===== config.mk =====
export PLATFORM = sky130hd
export DESIGN_NAME = nre_ram
export DESIGN_NICKNAME = d
export VERILOG_FILES = /design/src/rtl/nre_ram.sv
export SDC_FILE = /design/constraint.sdc
export NUM_CORES = 1
export LEC_CHECK = 0
export ABC_AREA = 1
export ABC_CLOCK_PERIOD_IN_PS = 2050
export CORE_MARGIN = 2
export CORE_UTILIZATION = 40
export CTS_CLUSTER_DIAMETER = 100
export DETAILED_ROUTE_END_ITERATION = 16
export DONT_BUFFER_PORTS = 1
export PLACE_DENSITY_LB_ADDON = 0.08
export SETUP_SLACK_MARGIN = 0.02
export SLEW_MARGIN = 25
export SYNTH_ARGS = -nofsm -noshare
export SYNTH_HDL_FRONTEND = slang
export SYNTH_SLANG_ARGS = --single-unit

===== constraint.sdc =====
create_clock -name clk -period 2.05 [get_ports clk]
set_clock_uncertainty 0.15 [all_clocks]
set_input_delay 0.1025 -clock clk [delete_from_list [all_inputs] [get_ports clk]]
set_output_delay 0.1025 -clock clk [all_outputs]
set_load 0.005 [all_outputs]

===== src/rtl/nre_ram.sv =====
// ---------------------------------------------------------------------------
// nre_ram
// Generic single-port-write, single-port-read RAM with registered read.
// ---------------------------------------------------------------------------
module nre_ram #(
  parameter int unsigned Width = 8,
  parameter int unsigned Depth = 16
) (
  input  logic                     clk,
  input  logic                     we,
  input  logic [$clog2(Depth)-1:0] waddr,
  input  logic [Width-1:0]         wdata,
  input  logic [$clog2(Depth)-1:0] raddr,
  output logic [Width-1:0]         rdata
);

  logic [Width-1:0] mem [Depth];

  // write port and registered read port
  always_ff @(posedge clk) begin
    if (we) begin
      mem[waddr] <= wdata;
    end
    rdata <= mem[raddr];
  end

endmodule


Word-level counts from Yosys, hierarchy flattened
Memories as Yosys holds them, arrays and structs flattened. A register that Yosys moved wholly into a read port is not among the register bits. Cells that the tools add are included.

Bits of input ports: 18. RAM bits: 128. Output and inout bits: 8. Register bits: 0. Memories: 1. Logic and storage cells: 3.

Multiplexer cells: 2.

Memories: mem (depth 16, width 8, read ports 1, clocked after Yosys merged registers in 1, wr ports 1, line 17) `logic [Width-1:0] mem [Depth];`.

Operators with widths (number): 2-to-1 mux 1 bit (2).

Longest topological paths before layout
Depth after elaboration: 2. Mapped depth: 8. Depth with buffers taken out: 7.

Worst setup path after synthesis
OpenSTA, ideal clock, no wires.

Kind: input -> register. From: in waddr[2]. To: mem mem[10][0], enable pin. Required time: 1530 ps. Arrival time: 683 ps. Slack: 847 ps. Cell stages on the path: 2. Path buffers: 0. Setup time: 370 ps. Cells stage by stage: nand3b_1 > nor2_1.

RTL lines: start: declaration (line 11) `input logic [$clog2(Depth)-1:0] waddr,`; end: declaration (line 17).

Straight into the memory's write port.

==> reports/metrics.csv <==
stage,metric,value,unit
status,status,finished with violations,
status,violations,hold timing,
synth,yosysWarnings,0,
routing,via_per_inst,4.881,
synth,synthTopCellsByArea,"edfxtp_1, nand2_1, nand3_1, inv_1, dfxtp_1",
timing,setup_tns,0,ns
finish,drive_above_1_share,7.966,%
finish,num-nets-final,596,
floorplan,die_area,15390,um2
flow_run,max-cap-violations,0,
clocking,cts_tree,done,
timing,fin_crit_sh,88.42,%
routing,drt-pass1-iter-count,5,
power,power_leakage,2.874,nW
synth,yosysTopAreaCell,edfxtp_1,
floorplan,start_util,41.23,%
timing,whs,-0.001529,ns
clocking,htree_levels,4,
timing,fmax,551.7,MHz
synth,syn_area,5767,um2
setup_path,end_kind,register,
finish,syn2layout_area_growth,17.29,%
routing,postRouteAntennaNets,0,
routing,vias,3763,
setup_path,worstPathRequired,2.21,ns
floorplan,die_w,124.1,um
routing,routed_wl,14090,um
placed_design,gp_congestion,0.7415,
hold_path,hp-class,in2reg,
timing,setup_ws,0.2374,ns
floorplan,fp.coreArea,13990,um2
global_route,grt_pass1_vias,3687,
timing,drv_slew,0,
global_route,grt_overflow,0,
routing,drt_iter0_drc,358,
finish,final_common_cell,nand2_1,
timing,hold_violations,1,
synth,ys_seq_area_share,69.43,%
synth,synth-seq-cells,136,
setup_path,crit_start,raddr[2],
finish,fin_area,6764,um2
timing,rsz0062_at_grt,no,
routing,drc_errors,0,
placed_design,dpl_cell_area,5931,um2
hold_path,hold_start,raddr[1],
placed_design,dp_slack,0.5867,ns
global_route,grt_max_degree,50,
floorplan,die_y,124.1,um
clocking,path_clk_slew,0.06,ns
floorplan,io_pins,26,
setup_path,r2r_start,mem[11][5]$_DFFE_PP_,
clocking,cts_buffer_depth,2,
finish,final_cell_mix,"nand2_1, edfxtp_1, inv_1",
clocking,cts.sinks,136,
finish,utilization,48.35,%
placed_design,place_hpwl,8259,um
clocking,postCtsSetupBuffers,0,
synth,syn_nets,569,
clocking,cts_hold_buf,18,
timing,min_period,1.813,ns
clocking,numCtsBuffers,17,
synth,postSynthCellCount,551,
placed_design,port_buffers,0,
timing,slew_headroom,46.12,%
power,irDropWorstVdd,607.7,uV
clocking,root_buffer,clkbuf_16,
routing,wl_per_cell,18.28,um
global_route,grt_usage,20.24,%
timing,worstMarginPinSlew,0.8056,ns
global_route,antenna_found_initial,1,
floorplan,rows,43,
clocking,clock_latency,0.42,ns
synth,synth_top_area_share,66.65,%
global_route,grt_first_pass_wirelength,21740,um
setup_path,crit_path_start_kind,primary input,
setup_path,arrival,1.97,ns
timing,setup_viol,0,
clocking,postCtsResizedCells,0,
synth,yosysUniqueCellTypes,12,
setup_path,path_class,in2reg,
power,powerDensity,1003,nW/um2
setup_path,crit_fanout,15,
synth,avgSynthCellArea,10.47,um2
## Yosys cell counts, drive strengths merged
library cell,instances
nand2,173
edfxtp,128
inv,102
nand3,97
buf,24
nor2,17
dfxtp,8
nand3b,2
## per-stage QoR
stage | instances | total power [mW]
after floorplan | 551 | 3.402
after global placement | 721 | 3.435
after detailed placement | 721 | 3.435
after CTS | 770 | 6.820
after global routing | 771 | 6.999
final | 771 | 6.782
## report_power, final
group          total, mW  internal [mW]  leakage (nW)  switching (mW)
logic              0.352          0.109          1.35           0.243
clock network       3.29           2.14         0.304            1.16
registers           3.14           3.11          1.22          0.0254
total               6.78           5.36          2.87            1.42
## logic make-up (layout without fill, tap and decap cells)
| group | Yosys count | count (layout) | share of synthesized area [%] |
|---|---|---|---|
| other | 0 | 1 | 0 |
| and+or+nand+nor | 289 | 289 | 21.05 |
| DFF | 136 | 136 | 69.43 |
| buffers and inverters | 126 | 165 | 9.525 |
## worst max-delay path, cell delays in order
cell	delay, ns
dlygate4sd3_1	1.02
nand3_1	0.14
dlygate4sd3_1	0.58
nand3_1	0.07
nand2_1	0.05
## flip-flops by register name, indices dropped and copies added (netlist names)
| signal | flops |
|---|---|
| mem | 128 |
| rdata | 8 |
## routing by layer
| layer | up-vias | track usage, % | part of all wire, % |
|---|---|---|---|
| met2 | 96 | 32.79 | 48 |
| li1 | 1829 | - | - |
| met3 | 19 | 5.311 | 4.7 |
| met5 | - | 0 | 0 |
| met1 | 1819 | 26.68 | 46 |
| met4 | 0 | 6.320 | 2.0 |
## path summary, 6_finish.rpt
check	cells after the start	slack, ns	endpoint
min	4	-0.002	rdata[2]$_DFF_P_
min reg2reg	6	0.52	rdata[7]$_DFF_P_
max	5	0.24	rdata[1]$_DFF_P_
max reg2reg	7	0.44	rdata[5]$_DFF_P_
## cell type report
type | count | area, um2
well taps | 180 | 225.2
clock inverters | 14 | 205.2
repair buffers | 32 | 305.3
fillers | 1310 | 7224
flip-flops and latches | 136 | 4004
diodes | 1 | 2.502
multi-input cells | 289 | 1214
inverters | 102 | 382.9
clock buffers | 17 | 425.4
Note: power is estimated with default switching activity, not from simulation.
